### config.mk
export PLATFORM = sky130hd
export DESIGN_NAME = metric_line_hash_router_core
export DESIGN_NICKNAME = d
export VERILOG_FILES = /design/src/design/mlhr_pkg.sv /design/src/design/mlhr_ram.sv /design/src/design/mlhr_div.sv /design/src/design/metric_line_hash_router_core.sv
export SDC_FILE = /design/constraint.sdc
export NUM_CORES = 1
export LEC_CHECK = 0
export ABC_AREA = 1
export BUFFER_PORTS_ARGS = -buffer_cell sky130_fd_sc_hd__buf_2
export CORE_UTILIZATION = 37
export CTS_CLUSTER_DIAMETER = 80
export CTS_CLUSTER_SIZE = 20
export DETAILED_ROUTE_END_ITERATION = 16
export PLACE_DENSITY = 0.49
export SLEW_MARGIN = 20
export SYNTH_ARGS = -nofsm -noshare
export SYNTH_HDL_FRONTEND = slang
export SYNTH_SLANG_ARGS = --single-unit
### constraint.sdc
create_clock -name clk_i -period 5.7 [get_ports clk_i]
set_clock_uncertainty 0.05 [all_clocks]
set_input_delay 1.14 -clock clk_i [delete_from_list [all_inputs] [get_ports clk_i]]
set_output_delay 1.14 -clock clk_i [all_outputs]
set_load 0.01 [all_outputs]
### src/design/mlhr_pkg.sv
// ----------------------------------------------------------------------------
// Metric line hash router package
// Shared types, status codes and constants for the router core.
// ----------------------------------------------------------------------------
package mlhr_pkg;

  localparam int unsigned HashW = 64;
  localparam int unsigned LenW  = 13;

  localparam logic [LenW-1:0] LenSat  = 13'd4096;
  localparam logic [LenW-1:0] MaxLine = 13'd1450;
  localparam logic [LenW-1:0] MinLine = 13'd5;
  localparam logic [4:0]      MaxBackends = 5'd16;

  localparam logic [7:0] CharNewline = 8'h0A;
  localparam logic [7:0] CharColon   = 8'h3A;

  // Reciprocal of three scaled by 2^11; exact for dividends below 2048.
  localparam logic [10:0] Recip3 = 11'd683;

  typedef enum logic [1:0] {
    STATUS_ROUTED   = 2'd0,
    STATUS_BAD_LEN  = 2'd1,
    STATUS_NO_COLON = 2'd2,
    STATUS_ALL_DEAD = 2'd3
  } status_e;

  typedef enum logic {
    CFG_COUNT = 1'b0,
    CFG_ALIVE = 1'b1
  } cfg_idx_e;

  typedef enum logic [3:0] {
    ST_IDLE,
    ST_CHECK,
    ST_MOD_GO,
    ST_MOD_WAIT,
    ST_RD_J,
    ST_PICK,
    ST_SWAP,
    ST_MIX_GO,
    ST_MIX_WAIT,
    ST_EMIT,
    ST_EMIT2
  } state_e;

  // Request from the sequencer to the shared divider.
  typedef struct packed {
    logic       start;
    logic       by3;
    logic [4:0] divisor;
  } div_ctl_t;

endpackage

### src/design/mlhr_ram.sv
// ----------------------------------------------------------------------------
// Generic RAM
// One write port and one read port with registered read data.
// ----------------------------------------------------------------------------
module mlhr_ram #(
  parameter int unsigned Width = 4,
  parameter int unsigned Depth = 16
) (
  input  logic                     clk_i,
  input  logic                     we_i,
  input  logic [$clog2(Depth)-1:0] waddr_i,
  input  logic [Width-1:0]         wdata_i,
  input  logic [$clog2(Depth)-1:0] raddr_i,
  output logic [Width-1:0]         rdata_o
);

  logic [Width-1:0] mem_q [Depth];
  logic [Width-1:0] rdata_q;

  always_ff @(posedge clk_i) begin
    if (we_i) begin
      mem_q[waddr_i] <= wdata_i;
    end
    rdata_q <= mem_q[raddr_i];
  end

  assign rdata_o = rdata_q;

endmodule

### src/design/mlhr_div.sv
// ----------------------------------------------------------------------------
// Shared divider
// Restoring division of a 64-bit word by a small divisor, one bit a cycle, or
// division by three one byte a cycle through a reciprocal multiply.
// ----------------------------------------------------------------------------
module mlhr_div (
  input  logic                        clk_i,
  input  logic                        rst_ni,
  input  mlhr_pkg::div_ctl_t          ctl_i,
  input  logic [mlhr_pkg::HashW-1:0]  dividend_i,
  output logic                        done_o,
  output logic                        busy_o,
  output logic [mlhr_pkg::HashW-1:0]  quot_o,
  output logic [4:0]                  rem_o
);
  import mlhr_pkg::*;

  logic [HashW-1:0] quo_q, quo_d;
  logic [4:0]       rem_q, rem_d;
  logic [4:0]       dvs_q, dvs_d;
  logic [5:0]       cnt_q, cnt_d;
  logic             busy_q, busy_d;
  logic             done_q, done_d;
  logic             by3_q, by3_d;
  logic [5:0]       trial;
  logic             ge;
  logic [9:0]       part3;
  logic [19:0]      prod3;
  logic [7:0]       q3;
  logic [9:0]       back3;
  logic [9:0]       diff3;

  assign trial = {rem_q, quo_q[HashW-1]};
  assign ge    = trial >= {1'b0, dvs_q};

  // Byte step of the divide by three: the running remainder (below three)
  // and the next byte form a value below 768, so the scaled reciprocal gives
  // its exact quotient digit.
  assign part3 = {rem_q[1:0], quo_q[HashW-1 -: 8]};
  assign prod3 = 20'(part3) * 20'(Recip3);
  assign q3    = prod3[18:11];
  assign back3 = {1'b0, q3, 1'b0} + {2'b00, q3};
  assign diff3 = part3 - back3;

  always_comb begin
    quo_d  = quo_q;
    rem_d  = rem_q;
    dvs_d  = dvs_q;
    cnt_d  = cnt_q;
    busy_d = busy_q;
    by3_d  = by3_q;
    done_d = 1'b0;
    if (ctl_i.start) begin
      quo_d  = dividend_i;
      rem_d  = '0;
      dvs_d  = ctl_i.divisor;
      cnt_d  = '0;
      busy_d = 1'b1;
      by3_d  = ctl_i.by3;
    end else if (busy_q) begin
      cnt_d = cnt_q + 6'd1;
      if (by3_q) begin
        quo_d = {quo_q[HashW-9:0], q3};
        rem_d = {3'b000, diff3[1:0]};
        if (cnt_q == 6'd7) begin
          busy_d = 1'b0;
          done_d = 1'b1;
        end
      end else begin
        quo_d = {quo_q[HashW-2:0], ge};
        rem_d = ge ? 5'(trial - {1'b0, dvs_q}) : trial[4:0];
        if (cnt_q == 6'd63) begin
          busy_d = 1'b0;
          done_d = 1'b1;
        end
      end
    end
  end

  always_ff @(posedge clk_i or negedge rst_ni) begin
    if (!rst_ni) begin
      busy_q <= 1'b0;
      done_q <= 1'b0;
      cnt_q  <= '0;
    end else begin
      busy_q <= busy_d;
      done_q <= done_d;
      cnt_q  <= cnt_d;
    end
  end

  always_ff @(posedge clk_i) begin
    quo_q <= quo_d;
    rem_q <= rem_d;
    dvs_q <= dvs_d;
    by3_q <= by3_d;
  end

  assign done_o = done_q;
  assign busy_o = busy_q;
  assign quot_o = quo_q;
  assign rem_o  = rem_q;

endmodule

### src/design/metric_line_hash_router_core.sv
// ----------------------------------------------------------------------------
// Metric line hash router core
// Splits datagram bytes into lines, hashes the metric name and picks a
// healthy backend by shuffled probing.
// ----------------------------------------------------------------------------
// Sequence: a byte that ends no line is absorbed without a stall. A rejected
//   line passes through the check and emit states. Each probe runs the
//   64-step remainder, the order read and the pick; a dead probe adds a swap
//   (unless it sits at the window's end) and the 8-step remix by three.
// Throughput: one byte per cycle inside a line; the block stalls input while
//   a line end is being resolved and delivered.
// Reset: asynchronous, active low; clears line state, count register to 1,
//   alive mask to 0, and all probe-order valid bits.
module metric_line_hash_router_core (
  input  logic                       clk_i,
  input  logic                       rst_ni,
  // Configuration write port.
  input  logic                       cfg_we_i,
  input  logic                       cfg_idx_i,
  input  logic [15:0]                cfg_data_i,
  // Input beats.
  input  logic                       in_valid_i,
  output logic                       in_stall_o,
  input  logic [7:0]                 data_byte_i,
  input  logic                       end_of_datagram_i,
  // Result beats.
  output logic                       out_valid_o,
  input  logic                       out_stall_i,
  output logic [1:0]                 route_status_o,
  output logic [3:0]                 backend_index_o,
  output logic [mlhr_pkg::LenW-1:0]  line_len_o,
  output logic                       last_of_run_o
);
  import mlhr_pkg::*;

  // Configuration registers.
  logic [4:0]  cfg_count_q;
  logic [15:0] alive_q;

  always_ff @(posedge clk_i or negedge rst_ni) begin
    if (!rst_ni) begin
      cfg_count_q <= 5'd1;
      alive_q     <= '0;
    end else if (cfg_we_i) begin
      unique case (cfg_idx_e'(cfg_idx_i))
        CFG_COUNT: cfg_count_q <= cfg_data_i[4:0];
        CFG_ALIVE: alive_q     <= cfg_data_i;
        default: ;
      endcase
    end
  end

  state_e state_q, state_d;

  // Running line state.
  logic [HashW-1:0] name_hash_q, name_hash_d;
  logic [LenW-1:0]  line_cnt_q, line_cnt_d;
  logic             colon_q, colon_d;

  // Line being resolved.
  logic [HashW-1:0] fin_hash_q, fin_hash_d;
  logic [LenW-1:0]  fin_len_q, fin_len_d;
  logic             fin_colon_q, fin_colon_d;
  logic             extra_q, extra_d;
  status_e          res_status_q, res_status_d;
  logic [3:0]       res_backend_q, res_backend_d;

  // Probe state.
  logic [HashW-1:0] probe_hash_q, probe_hash_d;
  logic [4:0]       remain_q, remain_d;
  logic [3:0]       j_q, j_d;
  logic [15:0]      ord_vld_q, ord_vld_d;
  logic             rd_vld_q;
  logic [3:0]       rd_addr_q;

  // Output register.
  logic             out_valid_q, out_valid_d;
  status_e          out_status_q, out_status_d;
  logic [3:0]       out_backend_q, out_backend_d;
  logic [LenW-1:0]  out_len_q, out_len_d;
  logic             out_last_q, out_last_d;

  // Divider and RAM hookup.
  div_ctl_t         div_ctl;
  logic [HashW-1:0] div_dividend;
  logic             div_done;
  logic             div_busy;
  logic [HashW-1:0] div_quot;
  logic [4:0]       div_rem;
  logic             ram_we;
  logic [3:0]       ram_raddr;
  logic [3:0]       ram_rdata;
  logic [3:0]       order_val;

  mlhr_div u_div (
    .clk_i      (clk_i),
    .rst_ni     (rst_ni),
    .ctl_i      (div_ctl),
    .dividend_i (div_dividend),
    .done_o     (div_done),
    .busy_o     (div_busy),
    .quot_o     (div_quot),
    .rem_o      (div_rem)
  );

  // Probe order table; an entry without its valid bit reads as its own index,
  // which gives the identity order at the start of every selection.
  mlhr_ram #(.Width(4), .Depth(16)) u_order (
    .clk_i   (clk_i),
    .we_i    (ram_we),
    .waddr_i (j_q),
    .wdata_i (order_val),
    .raddr_i (ram_raddr),
    .rdata_o (ram_rdata)
  );

  assign order_val = rd_vld_q ? ram_rdata : rd_addr_q;

  // Byte handling in the idle state.
  logic             in_acc;
  logic             is_nl;
  logic [LenW-1:0]  cnt_inc1;
  logic [LenW-1:0]  cnt_inc2;
  logic [HashW-1:0] hash_upd;
  logic [HashW-1:0] hash_nx;
  logic             colon_nx;
  logic             line_end;
  logic             len_ok;
  logic [4:0]       eff_count;
  logic             out_free;
  logic [3:0]       last_pos;

  assign in_stall_o = (state_q != ST_IDLE);
  assign in_acc     = in_valid_i && (state_q == ST_IDLE);
  assign is_nl      = (data_byte_i == CharNewline);
  assign cnt_inc1   = (line_cnt_q == LenSat) ? line_cnt_q : line_cnt_q + 13'd1;
  assign cnt_inc2   = (cnt_inc1 == LenSat) ? cnt_inc1 : cnt_inc1 + 13'd1;
  assign hash_upd   = (name_hash_q << 5) - name_hash_q
                      + {{(HashW-8){data_byte_i[7]}}, data_byte_i};
  assign hash_nx    = (!is_nl && !colon_q && data_byte_i != CharColon)
                      ? hash_upd : name_hash_q;
  assign colon_nx   = colon_q || (!is_nl && data_byte_i == CharColon);
  assign line_end   = is_nl || end_of_datagram_i;
  assign len_ok     = (fin_len_q > MinLine) && (fin_len_q < MaxLine);
  assign eff_count  = (cfg_count_q > MaxBackends) ? MaxBackends : cfg_count_q;
  assign out_free   = !out_valid_q || !out_stall_i;
  assign last_pos   = 4'(remain_q - 5'd1);

  // Next state.
  always_comb begin
    state_d = state_q;
    unique case (state_q)
      ST_IDLE:     if (in_acc && line_end) state_d = ST_CHECK;
      ST_CHECK: begin
        if (!len_ok || !fin_colon_q || eff_count == 5'd0) state_d = ST_EMIT;
        else                                              state_d = ST_MOD_GO;
      end
      ST_MOD_GO:   state_d = ST_MOD_WAIT;
      ST_MOD_WAIT: if (div_done) state_d = ST_RD_J;
      ST_RD_J:     state_d = ST_PICK;
      ST_PICK: begin
        if (alive_q[order_val])   state_d = ST_EMIT;
        else if (j_q != last_pos) state_d = ST_SWAP;
        else                      state_d = ST_MIX_GO;
      end
      ST_SWAP:     state_d = ST_MIX_GO;
      ST_MIX_GO:   state_d = ST_MIX_WAIT;
      ST_MIX_WAIT: begin
        if (div_done) state_d = (remain_q == 5'd1) ? ST_EMIT : ST_MOD_GO;
      end
      ST_EMIT:     if (out_free) state_d = extra_q ? ST_EMIT2 : ST_IDLE;
      ST_EMIT2:    if (out_free) state_d = ST_IDLE;
      default:     state_d = ST_IDLE;
    endcase
  end

  // Datapath and outputs.
  always_comb begin
    name_hash_d   = name_hash_q;
    line_cnt_d    = line_cnt_q;
    colon_d       = colon_q;
    fin_hash_d    = fin_hash_q;
    fin_len_d     = fin_len_q;
    fin_colon_d   = fin_colon_q;
    extra_d       = extra_q;
    res_status_d  = res_status_q;
    res_backend_d = res_backend_q;
    probe_hash_d  = probe_hash_q;
    remain_d      = remain_q;
    j_d           = j_q;
    ord_vld_d     = ord_vld_q;
    out_valid_d   = out_valid_q && out_stall_i;
    out_status_d  = out_status_q;
    out_backend_d = out_backend_q;
    out_len_d     = out_len_q;
    out_last_d    = out_last_q;
    div_ctl       = '{start: 1'b0, by3: 1'b0, divisor: remain_q};
    div_dividend  = probe_hash_q;
    ram_we        = 1'b0;
    ram_raddr     = j_q;

    unique case (state_q)
      ST_IDLE: begin
        if (in_acc) begin
          if (line_end) begin
            // A newline byte closes the line at its count; an implied newline
            // after an ordinary last byte adds one more count.
            fin_hash_d  = hash_nx;
            fin_colon_d = colon_nx;
            fin_len_d   = is_nl ? cnt_inc1 : cnt_inc2;
            extra_d     = is_nl && end_of_datagram_i;
            name_hash_d = '0;
            line_cnt_d  = '0;
            colon_d     = 1'b0;
          end else begin
            name_hash_d = hash_nx;
            line_cnt_d  = cnt_inc1;
            colon_d     = colon_nx;
          end
        end
      end
      ST_CHECK: begin
        res_backend_d = '0;
        if (!len_ok) begin
          res_status_d = STATUS_BAD_LEN;
        end else if (!fin_colon_q) begin
          res_status_d = STATUS_NO_COLON;
        end else if (eff_count == 5'd0) begin
          res_status_d = STATUS_ALL_DEAD;
        end else begin
          probe_hash_d = fin_hash_q;
          remain_d     = eff_count;
          ord_vld_d    = '0;
        end
      end
      ST_MOD_GO: begin
        div_ctl = '{start: 1'b1, by3: 1'b0, divisor: remain_q};
      end
      ST_MOD_WAIT: begin
        if (div_done) j_d = div_rem[3:0];
      end
      ST_RD_J: begin
        ram_raddr = j_q;
      end
      ST_PICK: begin
        ram_raddr = last_pos;
        if (alive_q[order_val]) begin
          res_status_d  = STATUS_ROUTED;
          res_backend_d = order_val;
        end
      end
      ST_SWAP: begin
        // The dead candidate moves past the live window, so only the slot
        // it leaves needs the entry that sat at the window's end.
        ram_we         = 1'b1;
        ord_vld_d[j_q] = 1'b1;
      end
      ST_MIX_GO: begin
        div_ctl      = '{start: 1'b1, by3: 1'b1, divisor: remain_q};
        div_dividend = (probe_hash_q << 3) - probe_hash_q + 64'd5;
      end
      ST_MIX_WAIT: begin
        if (div_done) begin
          probe_hash_d = div_quot;
          remain_d     = remain_q - 5'd1;
          if (remain_q == 5'd1) begin
            res_status_d  = STATUS_ALL_DEAD;
            res_backend_d = '0;
          end
        end
      end
      ST_EMIT: begin
        if (out_free) begin
          out_valid_d   = 1'b1;
          out_status_d  = res_status_q;
          out_backend_d = res_backend_q;
          out_len_d     = fin_len_q;
          out_last_d    = !extra_q;
        end
      end
      ST_EMIT2: begin
        // The implied newline after a trailing newline is a one-byte line.
        if (out_free) begin
          out_valid_d   = 1'b1;
          out_status_d  = STATUS_BAD_LEN;
          out_backend_d = '0;
          out_len_d     = 13'd1;
          out_last_d    = 1'b1;
          extra_d       = 1'b0;
        end
      end
      default: ;
    endcase
  end

  always_ff @(posedge clk_i or negedge rst_ni) begin
    if (!rst_ni) begin
      state_q     <= ST_IDLE;
      name_hash_q <= '0;
      line_cnt_q  <= '0;
      colon_q     <= 1'b0;
      extra_q     <= 1'b0;
      remain_q    <= '0;
      probe_hash_q <= '0;
      ord_vld_q   <= '0;
      out_valid_q <= 1'b0;
    end else begin
      state_q     <= state_d;
      name_hash_q <= name_hash_d;
      line_cnt_q  <= line_cnt_d;
      colon_q     <= colon_d;
      extra_q     <= extra_d;
      remain_q    <= remain_d;
      probe_hash_q <= probe_hash_d;
      ord_vld_q   <= ord_vld_d;
      out_valid_q <= out_valid_d;
    end
  end

  always_ff @(posedge clk_i) begin
    fin_hash_q    <= fin_hash_d;
    fin_len_q     <= fin_len_d;
    fin_colon_q   <= fin_colon_d;
    res_status_q  <= res_status_d;
    res_backend_q <= res_backend_d;
    j_q           <= j_d;
    rd_vld_q      <= ord_vld_q[ram_raddr];
    rd_addr_q     <= ram_raddr;
    out_status_q  <= out_status_d;
    out_backend_q <= out_backend_d;
    out_len_q     <= out_len_d;
    out_last_q    <= out_last_d;
  end

  assign out_valid_o     = out_valid_q;
  assign route_status_o  = out_status_q;
  assign backend_index_o = out_backend_q;
  assign line_len_o      = out_len_q;
  assign last_of_run_o   = out_last_q;

  // A routed line always names a backend that is marked healthy.
  assert property (@(posedge clk_i) disable iff (!rst_ni)
    out_valid_o && route_status_o == STATUS_ROUTED |-> alive_q[backend_index_o])
    else $error("routed to a dead backend");

  // The divider only runs while a selection is in progress.
  assert property (@(posedge clk_i) disable iff (!rst_ni)
    state_q == ST_IDLE |-> !div_busy)
    else $error("divider busy while idle");

  // The probe window never exceeds the backend limit.
  assert property (@(posedge clk_i) disable iff (!rst_ni)
    remain_q <= MaxBackends)
    else $error("probe window too large");

endmodule
==> impl_metrics.yaml, run 1 <==
outcome:
  status: "finished clean"
die:
  rows: 113
  start_util_pct: 37.4
  die_h_um: 312
  dieArea_mm2: 0.0974
  fp.dieW_um: 312
  core_mm2: 0.0952
  num_io_pins: 53
cells_and_area:
  drive_above_1_share_pct: 4.24
  syn_to_final_growth_pct: 8.00
  final_common_cell: "nand2_1"
  final_cell_mix: "nand2_1 (1477), inv_1 (918), nor2_1 (414)"
  layout.nets: 5311
cts:
  cts_hold_buf: 0
  cts_root_buf: "clkbuf_16"
  clk-insertion-delay-late_ns: 0.61
  cts.clk_slew.worst_paths_ns: 0.09
  htreeDepth: 2
  clock_sinks: 454
  cts_made_buffers: 36
  cts_tree: "yes"
  clock_path_buffers: 3
  post_cts_buffers: 0
  cts-resized-gates: 0
critical_path:
  path_cells: "ha_1 > fa_1 > inv_1 > fa_1 > fa_1 > inv_1 > ha_1 > ha_1 > nand2_1 > nor2_1 > nand3_1 > nand3_1 > nand2_1 > nand2_1 > nand2_1 > nand3b_1 > nand3_1 > nand2_1 > nand3_1"
  cp-end-kind: "flip-flop"
  crit_slowest_cell: "fa_1"
  arrival_ns: 4.99
  path_max_fanout: 6
  crit_type: "flip-flop to flip-flop"
  critPathMostFrequentCell: "nand2_1"
  path_depth: 19
  required_ns: 6.00
  slowest_delay_ns: 0.57
  ff2ff_path_depth: 19
  crit_buf_inv: 2
  cpLargestDelayFamily: "adder cells"
  critPathLaunchType: "flip-flop"
synthesis:
  netlist_area_mm2: 0.0356
  synth_cell_types: 59
  ys_ff_latch: 454
  synth-async-reset-ratio_pct: 43.6
  syn-num-nets: 5308
  synth_top_flop_cell: "edfxtp_1"
  synthCells: 4998
  syn_area_per_cell_um2: 7.12
  ys_seq_area_share_pct: 35.2
  synth_edf_count: 242
  yosysWarnings: 0
place:
  hpwl_um: 95700
  place_congestion: 0.972
  io_buffers: 52
sta:
  worstMarginPinSlew_ns: 1.03
  fmax_ghz: 0.213
  setup_violations: 0
  slew_headroom_pct: 30.9
  final.setup.tns_ns: 0
  period_minus_slack_ns: 4.70
  slew_viol_final: 0
  hold_viol: 0
  fin_crit_sh_pct: 82.4
  grt_setup_unrepaired: "false"
detailed_routing:
  postRouteAntennaNets: 0
  drt-pass1-iter-count: 5
  via_per_inst: 5.02
  avgRoutedWirePerCell_um: 19.2
  vias: 31615
  wirelength_um: 121000
  drt_iter0_drc: 2547
  drcViolationCount: 0
grt:
  grt.overflow.total: 0
  grt_pass1_vias: 30673
  grt_max_degree: 91
  track_usage_pct: 24.7
  antenna_found_initial: 6
  grt_pass1_wl_um: 185000
hold_path:
  hp-class: "input port to async pin"
run:
  drv_cap: 0
## sequential cells by signal, summed over array words and instances (netlist names), 4 cells and up
signal           count
alive_q             16
backend_index_o      4
cfg_count_q          5
fin_hash_q          64
fin_len_q           13
j_q                  4
line_cnt_q          13
line_len_o          13
name_hash_q         64
ord_vld_q           16
probe_hash_q        64
rd_addr_q            4
remain_q             5
res_backend_q        4
state_q              4
u_div.cnt_q          6
u_div.dvs_q          5
u_div.quot_o        64
u_div.rem_o          5
u_order.mem_q       64
u_order.rdata_o      4
## Yosys cell counts (all sizes together) (8+ instances only)
cell type     n  area (um^2)
nand2      1486         5600
inv         937         3520
nor2        424         1630
o21ai       422         2150
nand3       265         1350
edfxtp      242         7270
ha          198         2480
dfrtp       197         4930
a21oi       195          983
fa           81         1620
clkbuf       69          264
mux2i        45          450
buf          44          262
xor2         41          367
nor3         40          220
xnor2        40          350
o21bai       38          285
o22ai        37          231
nand4        33          206
and2         28          175
o211ai       23          173
o221ai       16          140
dfxtp        14          280
or2          13         81.3
a21boi       10         75.1
nand3b        9         67.6
a21o          8         60.1
nor4          8         50.1
## cell families (layout without fill, tap and decap cells)
family,Yosys count,count (layout),synth area share (%)
AO/OA/AOI/OAI,772,772,12.0
XOR/XNOR,81,81,2.02
adder cells (fa/ha/maj),279,279,11.5
buffers and inverters,1051,1081,11.4
flip-flops,454,454,35.2
multiplexers,52,52,1.49
other,0,2,0
AND/OR/NAND/NOR,2309,2309,26.4
## layer usage
layer / share of wire, % / global-route usage (%) / vias to the layer above / wire length [um]
met3: 5.7 / 2.64 / 147 / 6920
met5: 0 / 0 / - / 0
met1: 48 / 36.4 / 14798 / 58200
met4: 3.0 / 7.40 / 0 / 3640
li1: - / - / 15897 / -
met2: 43 / 37.8 / 773 / 51900
## stage by stage
| stage | cell area [um^2] | setup WS [ns] | hold slack [ns] | instances | utilization [%] |
|---|---|---|---|---|---|
| 5_1_grt | 38400 | 0.741 | 0.406 | 6293 | 40.4 |
| 3_3_place_gp | 37200 | 0.930 | 0.399 | 6228 | 39.1 |
| 4_1_cts | 38400 | 1.02 | 0.387 | 6293 | 40.4 |
| 3_5_place_dp | 37200 | 0.898 | 0.410 | 6228 | 39.1 |
| 6_report | 38400 | 1.00 | 0.387 | 6295 | 40.4 |
| 2_1_floorplan | 35600 | 0.345 | 0.379 | 4998 | - |
## layout make-up
cell class | instances | area [um^2]
repair buffers | 78 | 515
clock inverters | 21 | 294
fillers | 10132 | 56700
inverters | 938 | 3530
clock buffers | 44 | 931
flip-flops and latches | 454 | 12500
multi-input cells | 3493 | 19100
diodes | 2 | 5.00
well taps | 1265 | 1580
## final timing paths
check,start,end,slack (ns)
setup / recovery,u_div.quot_o[60],u_div.quot_o[7],1.00
hold / removal,rst_ni,ord_vld_q[4],0.39
setup reg to reg,u_div.quot_o[60],u_div.quot_o[7],1.00
hold reg to reg,u_div.rem_o[4],u_div.rem_o[4],0.42
max in group asynchronous,rst_ni,name_hash_q[49],3.98
min in group clk_i,u_div.rem_o[4],u_div.rem_o[4],0.42
Power of run 1 is left out: the tool's default activity adds up to more than one toggle a clock period on the data nets, which glitch-free logic cannot reach.
==> inputs of run 2 (changes only) <==
- PLACE_DENSITY: 0.49 -> 0.5
- clock period: 5.7 -> 3.75 ns (I/O delays scaled with it)
==> run 2 against run 1 <==
  * The flow now finishes with violations (setup timing)
  * Wire length decreased by 1.1%
  * Core utilization up 3.6 points
  * Register-to-register slack got worse by 1.4 ns
  * Maximum frequency grew 13%
  * Cell area up 9.0%
  * Sequential share of layout area down 2.7 points
==> impl_metrics.yaml, run 2 (synthesis results as in run 1) <==
outcome:
  violations: "setup timing"
  status: "finished with violations"
sta:
  grt_setup_unrepaired: "true"
  hold_viol: 0
  setup_violations: 10
  slew_headroom_pct: 31.3
  holdWs_ns: 0.0197
  worstMarginPinSlew_ns: 1.02
  worst_slack_ns: -0.420
  period_minus_slack_ns: 4.17
  fin_crit_sh_pct: 111
  fmax_ghz: 0.240
  slew_viol_final: 0
cts:
  cts.clk_slew.worst_paths_ns: 0.09
  htreeDepth: 2
  clock_path_buffers: 3
  cts_root_buf: "clkbuf_16"
  clk-insertion-delay-late_ns: 0.60
  cts_tree: "yes"
  cts_made_buffers: 35
  clock_sinks: 454
die:
  rows: 113
  start_util_pct: 37.4
  core_mm2: 0.0952
  fp.dieW_um: 312
  die_h_um: 312
  num_io_pins: 53
  dieArea_mm2: 0.0974
critical_path:
  slowest_delay_ns: 0.53
  crit_type: "flip-flop to flip-flop"
  critPathLaunchType: "flip-flop"
  crit_slowest_cell: "fa_1"
  arrival_ns: 4.45
  path_max_fanout: 4
  path_cells: "ha_4 > fa_1 > inv_1 > fa_1 > inv_1 > fa_1 > ha_4 > ha_4 > nand2_2 > o21a_1 > nand3_4 > nand2_2 > nand2_4 > buf_4 > buf_6 > o21ai_1 > o211ai_1 > nand2_1"
  cpLargestDelayFamily: "adder cells"
  cp-end-kind: "flip-flop"
  required_ns: 4.03
  crit_buf_inv: 4
place:
  hpwl_um: 96800
  io_buffers: 52
  place_congestion: 0.946
cells_and_area:
  fillers: 9918
  syn_to_final_growth_pct: 17.7
  drive_above_1_share_pct: 13.8
  n_antenna_cell: 0
  layout.nets: 5528
  final_common_cell: "nand2_1"
  final_cell_mix: "nand2_1 (1405), inv_1 (869), nor2_1 (359)"
grt:
  grt_max_degree: 68
  grt_pass1_vias: 31940
  grt_pass1_wl_um: 187000
  track_usage_pct: 24.6
  grt.overflow.total: 0
  antenna_found_initial: 3
detailed_routing:
  wirelength_um: 119000
  avgRoutedWirePerCell_um: 18.3
  via_per_inst: 4.93
  drt-pass1-iter-count: 6
  vias: 32078
  drt_iter0_drc: 2384
  postRouteAntennaNets: 0
  drcViolationCount: 0
hold_path:
  hp-class: "input port to async pin"
run:
  drv_cap: 0
run 2: worst paths after layout:
path | start | endpoint | slack [ns] | cells after the start
setup / recovery | u_div.quot_o[59] | u_div.quot_o[3] | -0.42 | 18
hold / removal | rst_ni | ord_vld_q[3] | 0.02 | 1
setup reg to reg | u_div.quot_o[59] | u_div.quot_o[3] | -0.42 | 18
hold reg to reg | u_div.rem_o[4] | u_div.rem_o[4] | 0.44 | 2
max in group asynchronous | rst_ni | name_hash_q[8] | 2.73 | 2
min in group clk_i | cfg_data_i[12] | alive_q[12] | 0.33 | 2
run 2: repair_timing:
item                                    4_1_cts  5_1_grt
hold buffers                                  0        0
gates cloned                                  0        0
endpoints found under the hold margin         0        0
endpoints found under the setup margin       10       10
pin swaps                                    15        7
setup buffers                                 6        1
resized for setup                            17       16
run 2: cell type report:
type	instances	area [um^2]	share of cell area, %
multi-input cells	3493	20800	49.6
clock buffers	48	945	2.26
repair buffers	296	2290	5.48
well taps	1265	1580	3.78
flip-flops and latches	454	12500	29.9
clock inverters	15	253	0.604
inverters	938	3530	8.42
run 2: worst reg2reg max path: stages, from the launching register on:
cell,delay [ns]
edfxtp_1,0.50
ha_4,0.30
fa_1,0.53
inv_1,0.05
fa_1,0.48
inv_1,0.05
fa_1,0.53
ha_4,0.22
ha_4,0.27
nand2_2,0.07
o21a_1,0.22
nand3_4,0.11
nand2_2,0.07
nand2_4,0.09
buf_4,0.12
buf_6,0.07
o21ai_1,0.05
o211ai_1,0.08
nand2_1,0.07
run 2: stage by stage:
step	instances	area, um^2	TNS [ns]	setup slack (ns)	util (%)
floorplan	4998	37200	-54.96	-0.695	-
global placement	6439	40500	-6.09	-0.408	42.5
detailed placement	6439	40500	-7.12	-0.465	42.6
CTS	6508	41800	-3.70	-0.453	43.9
global route	6509	41900	-5.37	-0.608	44.0
finish	6509	41900	-3.61	-0.420	44.0
run 2: layer usage:
layer,global-route usage (%),share of wire [%],vias to the layer above
li1,-,-,16325
met1,34.7,48,15102
met2,40.8,46,538
met3,2.26,3.4,113
met4,5.33,2.1,0
met5,0,0,-
Power of run 2 is left out for the same reason.
